--- src/rtl/sphk_div.sv ---
// sphk_div: pipelined restoring divider, one quotient bit per stage, overflow flag, tag
// depends on nothing; used by sph_cubic_kernel_and_gradient
`timescale 1ns / 1ps
`default_nettype none

module sphk_div #(
    parameter int DW  = 24,
    parameter int QW  = 32,
    parameter int NHW = 24,
    parameter int TW  = 8
) (
    input  wire logic           aclk,
    input  wire logic           aresetn,
    input  wire logic           en,
    input  wire logic           in_valid,
    input  wire logic [NHW-1:0] in_nhi,
    input  wire logic [QW-1:0]  in_nlo,
    input  wire logic [DW-1:0]  in_d,
    input  wire logic [TW-1:0]  in_tag,
    output logic                out_valid,
    output logic [QW-1:0]       out_quot,
    output logic                out_ovf,
    output logic [TW-1:0]       out_tag
);

    localparam int CW = (NHW > DW) ? NHW : DW;

    logic [QW:0]    vld_reg;
    logic [DW-1:0]  rem_reg [QW];
    logic [DW-1:0]  d_reg   [QW];
    logic [QW-1:0]  nq_reg  [QW+1];
    logic [QW:0]    ovf_reg;
    logic [TW-1:0]  tag_reg [QW+1];

    always_ff @(posedge aclk) begin
        if (!aresetn) begin
            vld_reg <= '0;
        end else if (en) begin
            vld_reg <= {vld_reg[QW-1:0], in_valid};
        end
    end

    // quotient too wide for QW bits when the high part already reaches the divisor
    always_ff @(posedge aclk) begin
        if (en) begin
            rem_reg[0] <= DW'(in_nhi);
            d_reg[0]   <= in_d;
            nq_reg[0]  <= in_nlo;
            ovf_reg[0] <= CW'(in_nhi) >= CW'(in_d);
            tag_reg[0] <= in_tag;
        end
    end

    for (genvar k = 1; k <= QW; k++) begin : g_step
        logic [DW:0] trial;
        logic [DW:0] diff;
        logic        take;

        assign trial = {rem_reg[k-1], nq_reg[k-1][QW-1]};
        assign take  = trial >= {1'b0, d_reg[k-1]};
        assign diff  = trial - {1'b0, d_reg[k-1]};

        always_ff @(posedge aclk) begin
            if (en) begin
                nq_reg[k]  <= {nq_reg[k-1][QW-2:0], take};
                ovf_reg[k] <= ovf_reg[k-1];
                tag_reg[k] <= tag_reg[k-1];
            end
        end

        if (k < QW) begin : g_carry
            always_ff @(posedge aclk) begin
                if (en) begin
                    rem_reg[k] <= take ? diff[DW-1:0] : trial[DW-1:0];
                    d_reg[k]   <= d_reg[k-1];
                end
            end
        end
    end

    assign out_valid = vld_reg[QW];
    assign out_quot  = nq_reg[QW];
    assign out_ovf   = ovf_reg[QW];
    assign out_tag   = tag_reg[QW];

endmodule

`default_nettype wire

--- config.mk ---
export PLATFORM = sky130hd
export DESIGN_NAME = sphk_div
export DESIGN_NICKNAME = d
export VERILOG_FILES = /design/src/rtl/sphk_div.sv
export SDC_FILE = /design/constraint.sdc
export NUM_CORES = 2
export LEC_CHECK = 0
export BUFFER_PORTS_ARGS = -buffer_cell sky130_fd_sc_hd__buf_2
export CORE_MARGIN = 3
export CORE_UTILIZATION = 64
export CTS_BUF_LIST = sky130_fd_sc_hd__clkbuf_16
export CTS_CLUSTER_SIZE = 40
export DETAILED_ROUTE_END_ITERATION = 10
export PLACE_DENSITY = 0.86
export SETUP_SLACK_MARGIN = 0.05
export SYNTH_ARGS = -nofsm -noshare
export SYNTH_HDL_FRONTEND = slang
export SYNTH_SLANG_ARGS = --single-unit
--- constraint.sdc ---
create_clock -name aclk -period 4.18 [get_ports aclk]
set_input_delay 0.209 -clock aclk [delete_from_list [all_inputs] [get_ports aclk]]
set_output_delay 0.209 -clock aclk [all_outputs]
set_load 0.02 [all_outputs]
Yosys cells after proc, flatten, opt, wreduce, memory -nomap -nowiden
Memory sizes are Yosys's and may differ from the RTL's.
Index checks and enable logic that the tools add are counted.
{ "totals": {"mem_count": 4, "elab_cells": 135, "ff_bits": 66, "output_inout_bits": 42, "mem_bits_rw": 2856} }
{ "mem_list": {"columns": ["memory", "words", "width", "read_ports", "rd_clocked_by_memory_dff", "wr", "line_no", "source"], "rows": [
  ["nq_reg", 33, 32, 33, 0, 33, "31", "logic [QW-1:0] nq_reg [QW+1];"],
  ["d_reg", 32, 24, 32, 0, 32, "30", "logic [DW-1:0] d_reg [QW];"],
  ["rem_reg", 32, 24, 32, 0, 32, "29", "logic [DW-1:0] rem_reg [QW];"],
  ["tag_reg", 33, 8, 33, 0, 33, "33", "logic [TW-1:0] tag_reg [QW+1];"]
]} }
{ "op_classes": {"mux": 33, "add_sub_neg": 31, "magnitude_cmp": 33} }
{ "ops": {"columns": ["cell", "n"], "rows": [
  ["$ge 25x24->1", 32],
  ["$mux 24", 31],
  ["$sub 24x24->24", 31],
  ["$ge 24x24->1", 1],
  ["$mux 1", 2]
]} }

Longest topological paths before layout
{ "depth": {"depth_word": 2, "depth_mapped": 16} }

Worst setup path after synthesis
OpenSTA, ideal clock, no wires.
{ "synth_path": {"path_type": "register to register", "from": "memory d_reg[16][1] (netlist: d_reg[4][1])", "to": "memory rem_reg[17][10], data pin", "required_time_ns": 3.920, "arrival_time_ns": 3.158, "path_slack_ns": 0.761, "n_path_buf": 2, "stages_incl_launch_ff": 16, "synth_period_minus_slack_ns": 3.419, "cell_sequence": "edfxtp_1 -> inv_1 -> ha_1 -> nor2b_4 -> o31a_1 -> nor2_2 -> o221ai_2 -> a31o_1 -> a221o_1 -> nand2_2 -> nand2_1 -> a221o_1 -> a211o_1 -> buf_6 -> buf_12 -> mux2_4"} }
{ "synth_lines": {"columns": ["item", "line_no"], "rows": [
  ["from (decl)", "30"],
  ["to (decl)", "29"]
]} }

==> flow_metrics.tcl <==
set metrics [dict create \
    nets 11400 \
    cts_setup_buffers 0 \
    design.die.area_mm2 0.215 \
    die_y_um 464 \
    cap_violations 0 \
    startpoint "rem_reg[0][6]" \
    cts_made_buffers 310 \
    synth_top_area_frac 0.646 \
    period_minus_slack_ps 4010 \
    synth_nets 10900 \
    cts_buffer_depth 4 \
    max-slew-margin-rel 0.389 \
    yosysMostFrequentCell "edfxtp_1" \
    synthTopCellsByArea "edfxtp_1 65%, ha_1 7.4%, a21oi_1 2.8%, inv_1 2.8%, xnor2_1 2.2%" \
    drive_gt1_frac 0.0979 \
    end_kind "flop" \
    clkSinkCount 2922 \
    ir_drop_mv 0.561 \
    num_io_pins 134 \
    fin_area_mm2 0.151 \
    cp.required_ps 4840 \
    muxShareOfSynthArea 0.0273 \
    synth_edf_count 2889 \
    synth_top_family_by_area "compound AO/OA/AOI/OAI gates" \
    hold_violations 0 \
    worst-setup-path-type "flop to flop" \
    largest_reg_flops 1056 \
    ys_types 108 \
    rsz0062_at_grt "false" \
    p_leak_nw 59.7 \
    grt_overflow 0 \
    place_area_mm2 0.139 \
    postSynthCellCount 9968 \
    post-place-ws_ps 297 \
    vias 80400 \
    synth-seq-cells 2922 \
    ant_nets 0 \
    viasPerCell 5.94 \
    antenna_found_initial 4 \
    clock.fmax_mhz 249 \
    area_growth_pct 12.2 \
    synth-compound-area-share 0.101 \
    synth_area_mm2 0.134 \
    utilization 0.725 \
    setup_viol 0 \
    startpoint_type "flop" \
    slew_violations 0 \
    cts_root_buffer "clkbuf_16" \
    drt_wl_total_mm 277 \
    core-area_mm2 0.208 \
    die_w_um 464 \
    synthXorXnorAreaFrac 0.0391 \
    nFillCells 13100 \
    grt_max_degree 168 \
    drtIter0Drc 7139 \
    insertion_delay_ps 960 \
    cp_data_arrival_time_ps 4680 \
    status "complete, no violations" \
    grt_pass1_wl_mm 440 \
    yosys.area_share.simple 0.0680 \
    tightestPinTransition_ps 916 \
    clk_pin_slew_ps 70 \
    h-tree-depth 5 \
    ys_seq_area_frac 0.651 \
    power_w 0.112 \
    skew_ps 79.6 \
    crit_fanout 28 \
    place_congestion 0.921 \
    remaining_drc_errors 0 \
    grt_pass1_vias 81200 \
    num_rows 167 \
    wl_per_cell_um 20.5 \
    port_buffers 133 \
    r2r-start "rem_reg[0][6]" \
    dp_hpwl_mm 187 \
    synth_top_cells_by_count "2889 x edfxtp_1, 995 x inv_1, 792 x ha_1, 748 x a21oi_1, 553 x nand2_1" \
    powerDensity_mw_per_mm2 746 \
    period_share 0.960 \
    synth-async-reset-ratio 0 \
    ys_warn_count 0 \
    synth_area_per_cell_um2 13.5 \
    fin_tns_setup_ps 0 \
    hp-start "in_nhi[20]" \
    grt_usage 0.256 \
    yosys_most_used_dff "edfxtp_1" \
    first_pass_iters 10 \
    synthAdderAreaFrac 0.0784 \
    cts_tree "yes" \
    start_util 0.646 \
    fin_ws_ps 168 \
    holdCritPathClass "input port to flop" \
    synth.largest_area_cell "edfxtp_1" \
]
[kinds of logic after synthesis]
| family | count (synthesis) |
|---|---|
| flops | 2922 |
| fa+ha+maj | 823 |
| buf+inv | 1192 |
| compound gates | 2190 |
| mux | 323 |
| xor+xnor | 600 |
| simple gates | 1918 |
[placed cells by master (no fill, tap or decap), types with 33 or more instances in the layout]
master | Yosys | routed
a211oi_1 | 40 | 40
a21o_1 | 276 | 276
a21oi_1 | 748 | 744
a31oi_1 | 66 | 66
and3_1 | 51 | 51
buf_12 | 2 | 33
buf_2 | 35 | 132
buf_4 | 36 | 100
bufinv_16 | 0 | 36
clkbuf_16 | 0 | 317
clkinv_1 | 0 | 55
clkinv_2 | 0 | 39
dfxtp_1 | 33 | 33
dlygate4sd3_1 | 0 | 174
edfxtp_1 | 2889 | 2889
ha_1 | 792 | 792
inv_1 | 995 | 1043
mux2_2 | 238 | 238
mux2i_1 | 57 | 57
nand2_1 | 553 | 553
nand2b_1 | 111 | 111
nand3_1 | 131 | 131
nand4_1 | 106 | 106
nor2_1 | 544 | 544
nor2b_1 | 154 | 154
nor3_1 | 92 | 92
o21a_1 | 101 | 101
o21ai_0 | 523 | 522
o21bai_1 | 77 | 77
o31ai_1 | 40 | 37
or3_1 | 38 | 38
xnor2_1 | 342 | 342
xor2_1 | 258 | 258
[routing by layer]
metal / track usage / share of wire
met5: 0 / 0.000047
met4: 0.0930 / 0.036
met3: 0.0338 / 0.050
met2: 0.452 / 0.51
met1: 0.325 / 0.40
[what timing repair did]
action | in CTS | in global routing
hold endpoints to repair | 160 | 0
endpoints found under the setup margin | 0 | 53
resized for setup | 0 | 8
hold buffers | 174 | 0
[worst paths after layout]
check,end,slack (ps),depth (start not counted)
worst max-delay path,rem_reg[1][5],170,10
worst min-delay path,rem_reg[0][20],50,2
worst max register to register,rem_reg[1][5],170,10
worst min register to register,nq_reg[0][678],360,0
[per-stage QoR]
stage          instances  hold slack, ps
5_1_grt            13500            40.6
4_1_cts            13500            1.52
2_1_floorplan       9968             308
3_5_place_dp       12800             387
6_report           13500            50.3
3_3_place_gp       12800             385
[area by class of cell]
type | count | area [µm²] | share of cell area
Antenna cell | 1 | 2.50 | 0.0000166
Multi-Input combinational cell | 5854 | 42300 | 0.281
Clock inverter | 210 | 1970 | 0.0131
Timing Repair Buffer | 440 | 3820 | 0.0254
Inverter | 996 | 3740 | 0.0248
Sequential cell | 2922 | 87400 | 0.580
Tap cell | 2788 | 3490 | 0.0232
Clock buffer | 317 | 7930 | 0.0527
[power by group]
part / switching, W / leakage [nW] / total, W / internal (W)
registers: 0.00353 / 28.5 / 0.0440 / 0.0405
clock network: 0.0110 / 5.00 / 0.0270 / 0.0159
logic: 0.0231 / 26.2 / 0.0415 / 0.0183
[critical path: stages, from the launching register on]
cell,delay [ps]
edfxtp_1,440
ha_1,400
and2_1,310
o21ai_0,160
a31oi_1,270
or4b_1,170
a31oi_1,120
o21a_1,280
o41a_1,440
o211ai_4,700
mux2_2,450
Note: power is estimated with default switching activity, not from simulation.
