**src/rtl/sphk_sqrt.sv**
```systemverilog
// sphk_sqrt: pipelined floor square root, one result bit per stage, tag carried along
// depends on nothing; used by sph_cubic_kernel_and_gradient
`timescale 1ns / 1ps
`default_nettype none

module sphk_sqrt #(
    parameter int IW = 52,
    parameter int TW = 8
) (
    input  wire logic              aclk,
    input  wire logic              aresetn,
    input  wire logic              en,
    input  wire logic              in_valid,
    input  wire logic [IW-1:0]     in_x,
    input  wire logic [TW-1:0]     in_tag,
    output logic                   out_valid,
    output logic [IW/2-1:0]        out_root,
    output logic [TW-1:0]          out_tag
);

    localparam int RTW = IW / 2;

    logic [RTW:0]   vld_reg;
    logic [IW-1:0]  x_reg    [RTW];
    logic [RTW:0]   rem_reg  [RTW];
    logic [RTW-1:0] root_reg [RTW+1];
    logic [TW-1:0]  tag_reg  [RTW+1];

    always_ff @(posedge aclk) begin
        if (!aresetn) begin
            vld_reg <= '0;
        end else if (en) begin
            vld_reg <= {vld_reg[RTW-1:0], in_valid};
        end
    end

    always_ff @(posedge aclk) begin
        if (en) begin
            x_reg[0]    <= in_x;
            rem_reg[0]  <= '0;
            root_reg[0] <= '0;
            tag_reg[0]  <= in_tag;
        end
    end

    for (genvar k = 1; k <= RTW; k++) begin : g_step
        logic [RTW+2:0] rem2;
        logic [RTW+2:0] trial;
        logic [RTW+2:0] diff;
        logic           take;

        assign rem2  = {rem_reg[k-1], x_reg[k-1][IW-1:IW-2]};
        assign trial = (RTW+3)'({root_reg[k-1], 2'b01});
        assign take  = rem2 >= trial;
        assign diff  = rem2 - trial;

        always_ff @(posedge aclk) begin
            if (en) begin
                root_reg[k] <= {root_reg[k-1][RTW-2:0], take};
                tag_reg[k]  <= tag_reg[k-1];
            end
        end

        if (k < RTW) begin : g_carry
            always_ff @(posedge aclk) begin
                if (en) begin
                    rem_reg[k] <= take ? diff[RTW:0] : rem2[RTW:0];
                    x_reg[k]   <= {x_reg[k-1][IW-3:0], 2'b00};
                end
            end
        end
    end

    assign out_valid = vld_reg[RTW];
    assign out_root  = root_reg[RTW];
    assign out_tag   = tag_reg[RTW];

endmodule

`default_nettype wire

```
**config.mk**
```make
export PLATFORM = sky130hd
export DESIGN_NAME = sphk_sqrt
export DESIGN_NICKNAME = d
export VERILOG_FILES = /design/src/rtl/sphk_sqrt.sv
export SDC_FILE = /design/constraint.sdc
export NUM_CORES = 2
export LEC_CHECK = 0
export ABC_CLOCK_PERIOD_IN_PS = 3500
export BUFFER_PORTS_ARGS = -buffer_cell sky130_fd_sc_hd__buf_4
export CAP_MARGIN = 20
export CORE_ASPECT_RATIO = 2
export CORE_MARGIN = 2
export CORE_UTILIZATION = 50
export CTS_CLUSTER_SIZE = 25
export DETAILED_ROUTE_END_ITERATION = 8
export HOLD_SLACK_MARGIN = 0.08
export PLACE_DENSITY_LB_ADDON = 0.08
export SLEW_MARGIN = 10
export SYNTH_ARGS = -nofsm -noshare
export SYNTH_HDL_FRONTEND = slang
export SYNTH_SLANG_ARGS = --single-unit
```
**constraint.sdc**
```tcl
create_clock -name aclk -period 3.5 [get_ports aclk]
set_input_delay 0.175 -clock aclk [delete_from_list [all_inputs] [get_ports aclk]]
set_output_delay 0.175 -clock aclk [all_outputs]
set_load 0.01 [all_outputs]
```
Word level (Yosys, flattened, before mapping):

Memory sizes are Yosys's and may differ from the RTL's.
Cells that the tools add are included.
W data, S select, Z words.

* logic and storage cells: 83
* output and inout port bits: 35
* register bits: 27
* bits of input ports: 64
* memories kept: 4
* RAM bits: 2972

* multiplexer cells: 27
* $add $sub $neg: 25
* $lt $le $gt $ge: 26

Memory list
* x_reg: depth 26, width 52, rd ports 26, clocked after Yosys merged registers in 0, wr ports 26, line 24 `logic [IW-1:0] x_reg [RTW];`
* rem_reg: depth 26, width 27, rd ports 26, clocked after Yosys merged registers in 0, wr ports 26, line 25 `logic [RTW:0] rem_reg [RTW];`
* root_reg: depth 27, width 26, rd ports 27, clocked after Yosys merged registers in 0, wr ports 27, line 26 `logic [RTW-1:0] root_reg [RTW+1];`
* tag_reg: depth 27, width 8, rd ports 27, clocked after Yosys merged registers in 0, wr ports 27, line 27 `logic [TW-1:0] tag_reg [RTW+1];`

Operators by type and width (number)
* $ge A29 B28 Y1: 26
* $mux W27: 25
* $sub A27 B27 Y27: 25
* $mux W1: 2

Depth between registers and ports, before layout:

An unclocked memory read counts as a cell.

* depth after elaboration: 3
* depth in mapped cells: 13

Worst setup path before layout:

OpenSTA, ideal clock, no wires.

* path type: register -> register
* start point: mem rem_reg[1][203] in the netlist's numbering
* end point: mem rem_reg[2][22] in the netlist's numbering, data pin
* path buffers: 1
* setup time: 0.259 ns
* cell stages (with the launch flop): 11
* path slack: 0.371 ns
* arrival: 2.870 ns
* cell sequence: edfxtp_1 > ha_1 > clkbuf_1 > and3b_1 > nand4_1 > nor4_1 > or4b_1 > a31oi_2 > or4_1 > or4_1 > xnor2_1

RTL lines (line)
* start: declaration: 25

==> results.md <==
Floorplan:
- After floorplanning, the core was divided into 214 placement rows.
- For this configuration, the core starts out at a cell density of 0.504.
- The core region is approximately 170000 um2.
- The number of primary I/O pins is a little under 100.
- The die footprint is ~170000 um2.
- The chip height is just under 600 um.
- Measured along the x axis, the die boundary spans roughly 300 um.

Synthesis:
- Of the synthesized area, sequential elements account for 0.675.
- Synthesis instantiated between 90 and 100 different standard cells from the library.
- In this run the mean area of a mapped cell was roughly 14 um2.
- The netlist area before placement is 85600 um2.
- The flip-flop and latch count after synthesis is between 1.5k and 2k.
- Counting flops with an async set or reset pin after synthesis yields a share of 0.
- Summed over all instances, the cell type with the most area after synthesis is edfxtp_1.
- The most frequently used cell type in the post-synthesis netlist is edfxtp_1.
- The number of nets in the synthesized netlist is approximately 6.7k.
- By count the netlist is led by 1907 x edfxtp_1, 470 x inv_1, 379 x ha_1.
- Yosys mapped a number of flops with a built-in enable equal to ~1.9k.
- The fraction of synthesized cell area taken by the top area cell type is 0.669.
- In the post-synthesis netlist, the biggest area contributors are edfxtp_1 67%, ha_1 5.5%, xnor2_1 2.9%.
- The count of mapped cells out of synthesis is ~6.3k.
- Among all flip-flop cells after synthesis, the most frequent one is edfxtp_1.
- The total number of yosys warnings is 0.

STA:
- The count of endpoints failing hold in the final timing report was 0.
- The final critical delay including setup and external delays is 3.43 ns.
- The worst-case headroom to the max-slew limit is 0.371.
- After routing, the total negative slack on setup checks comes to 0 ns.
- Dividing the final minimum period by the clock period gives 0.981.
- The final worst clock skew is around 0.07 ns.
- Final hold analysis gives a worst-case slack of 0.122 ns.
- At the pin with the least slew margin, the transition time is 0.935 ns.
- Setup violations remaining at the end of the flow were counted as 0.
- The max-slew violation count was 0.
- The maximum clock frequency is 291 MHz.

Cells and area:
- The final net count is 7476.
- The number of flip-flops in the largest register is 702.
- In the final layout, the share of cells above drive strength 1 is 0.141.
- With fillers left out, the area of the finished cells amounts to roughly 100000 um2.
- The synthesis-to-layout area growth is 17.0%.

Setup path:
- The largest stage delay on the critical path is 0.81 ns.
- The number of buffer and inverter instances along the worst setup path is 2.
- The slowest stage of the critical path is the nor4_1 cell.
- On the critical path the largest part of the delay comes from simple AND/OR/NAND/NOR gates.
- The critical path's most frequent cell is buf_4.
- The worst setup path is of the register to register kind.
- At the worst endpoint, the required time is between 4 and 5 ns.
- The largest driver fanout on the critical path is 7.
- The worst setup path is captured at a register.
- STA classifies the critical path startpoint as a register.
- The endpoint arrival time on the critical path is 4.00 ns.
- Walking the worst path, the cells encountered are or4_1 -> buf_4 -> nor4_1 -> nor3_1 -> buf_4 -> nor2_1 -> nand3_1 -> a32o_1.

Power and ir drop:
- The leakage power figure is just under 40 nW.
- The total internal power is between 40 and 50 mW.
- IR analysis of the VDD net gives a maximum drop of 0.466 mV.
- The share of total power dissipated in sequential elements is 0.486.
- Of the total power, the clock network draws 0.313.
- Of the total power, the share spent switching nets is 0.276.
- The share of total power dissipated in combinational logic is 0.201.
- Summed over all nets, the switching power comes to roughly 17 mW.
- The areal power density over the cells is slightly above 600 nW/um2.

Detailed routing:
- The number of remaining DRC errors is 0.
- The detailed router finished its first iteration with 2675 violations.
- The first-pass iteration count of the detailed router is 5.
- The average wire length per cell after detail routing is roughly 23 um.
- After detailed routing, the number of vias per cell comes to between 5 and 6.
- The total via count in the routed design is around 52k.
- In this run the remaining antenna-violating nets after routing total 0.
- The routed design has 213 mm of wire.

Global routing:
- The first global-routing pass estimated around 310 mm of wire.
- The initial antenna violation count came to 10.
- Across every metal layer, demand over resource in global routing totals 0.244.
- Entering global routing, the biggest net connects between 100 and 150 pins.
- The via count of the first global-routing pass was 55.7k.
- Global routing finished with a remaining overflow of 0.

Clocking:
- The clock insertion delay at the later pin of the skew report is about 0.85 ns.
- Clock tree synthesis found a total of just under 2k sinks.
- The number of buffers added by the clock tree synthesis step is about 180.
- The clock transition at the registers of the reported paths is roughly 0.070 ns.
- The CTS tree is yes.
- CTS built an H-tree with a depth of 4.
- The root buffer cell chosen for the clock tree is clkbuf_16.
- The clock passes through at most 4 buffers.

Place:
- The placed instances occupy a cell area of ~93000 um2.
- The wire-length estimate of the detail-placed layout is ~160 mm.
- The last weighted congestion value of the routability-driven placer is about 1.0.
- The count of input and output buffers is between 90 and 100.

Outcome:
- The run finished with clean final reports.

Min path:
- The worst hold path belongs to the class input pin to register.

Flow run:
- The max-capacitance violation count is 0.
[metrics by stage]
step	util	total power, mW	instances	setup slack, ns
after global routing	0.589	64.7	9443	-0.00504
after CTS	0.588	62.5	9426	-0.0411
after global placement	0.547	42.6	8995	-0.650
final	0.589	62.1	9443	0.0668
after detailed placement	0.547	42.8	8995	-0.173
after floorplan	-	37.2	6252	0.371
[final timing paths]
kind | from | endpoint | slack, ns | cells past startpoint
setup / recovery | rem_reg[1][153] | rem_reg[1][179] | 0.07 | 8
hold / removal | in_x[44] | x_reg[0][44] | 0.12 | 2
setup reg to reg | rem_reg[1][153] | rem_reg[1][179] | 0.07 | 8
hold reg to reg | x_reg[10][42] | x_reg[11][44] | 0.38 | 0
[placed cells by master, fill, tap and decap left out, types with 123 or more instances in the layout]
cell / Yosys / final
nor2_1: 378 / 378
edfxtp_1: 1907 / 1907
a21o_1: 144 / 144
nand2_1: 366 / 366
ha_1: 379 / 376
buf_4: 9 / 548
xor2_1: 225 / 225
a21oi_1: 346 / 341
xnor2_1: 284 / 284
o21ai_0: 280 / 276
inv_1: 470 / 470
nor3_1: 158 / 155
clkbuf_16: 0 / 181
dlygate4sd3_1: 0 / 123
[power groups by stage]
stage / sequential, mW / clock, mW / combinational [mW]
after floorplan: 29.9 / 0 / 7.25
after global placement: 30.6 / 0 / 12.0
after detailed placement: 30.7 / 0 / 12.2
after CTS: 30.2 / 20.0 / 12.3
after global routing: 30.4 / 20.8 / 13.5
final: 30.2 / 19.5 / 12.5
[worst reg2reg max path, cell delays in order, from the launching register on]
cell and delay (ns):
edfxtp_1 0.44, or4_1 0.59, buf_4 0.20, nor4_1 0.82, nor3_1 0.09, buf_4 0.19, nor2_1 0.46, nand3_1 0.14
a32o_1 0.25
[layer usage]
metal | wire, um | vias to the layer above | GRT usage
met5 | 0 | - | 0
met4 | 24300 | 0 | 0.239
met3 | 4890 | 713 | 0.0280
met2 | 130000 | 1031 | 0.520
met1 | 53700 | 25600 | 0.162
li1 | - | 24800 | -
[what timing repair did]
item | 4_1_cts | 5_1_grt
endpoints found under the setup margin | 55 | 86
gates resized for setup | 13 | 35
pin swaps | 1 | 5
endpoints found under the hold margin | 220 | 0
buffers inserted | 0 | 4
hold buffers | 123 | 0
[logic make-up (layout without fill, tap and decap cells)]
logic type	count (synthesis)	in the layout	share of synthesized area
AOI/OAI and AO/OA	1182	1182	0.0871
xor gates and xnor gates	509	509	0.0521
adders and majority gates	379	379	0.0554
buffers and inverters	588	1498	0.0264
DFF	1934	1934	0.675
muxes	105	105	0.0133
other	1	14	0.0000438
and+or+nand+nor	1554	1554	0.0908
[area by class of cell]
| class | instances | area [um2] |
|---|---|---|
| Timing Repair Buffer | 714 | 6200 |
| Clock inverter | 96 | 1030 |
| Inverter | 476 | 1790 |
| Clock buffer | 212 | 4650 |
| Tap cell | 2268 | 2840 |
| Sequential cell | 1934 | 57800 |
| Fill cell | 13500 | 69800 |
| Antenna cell | 13 | 32.5 |
| Multi-Input combinational cell | 3730 | 25900 |
No activity file was read; power rests on OpenSTA's default activity.
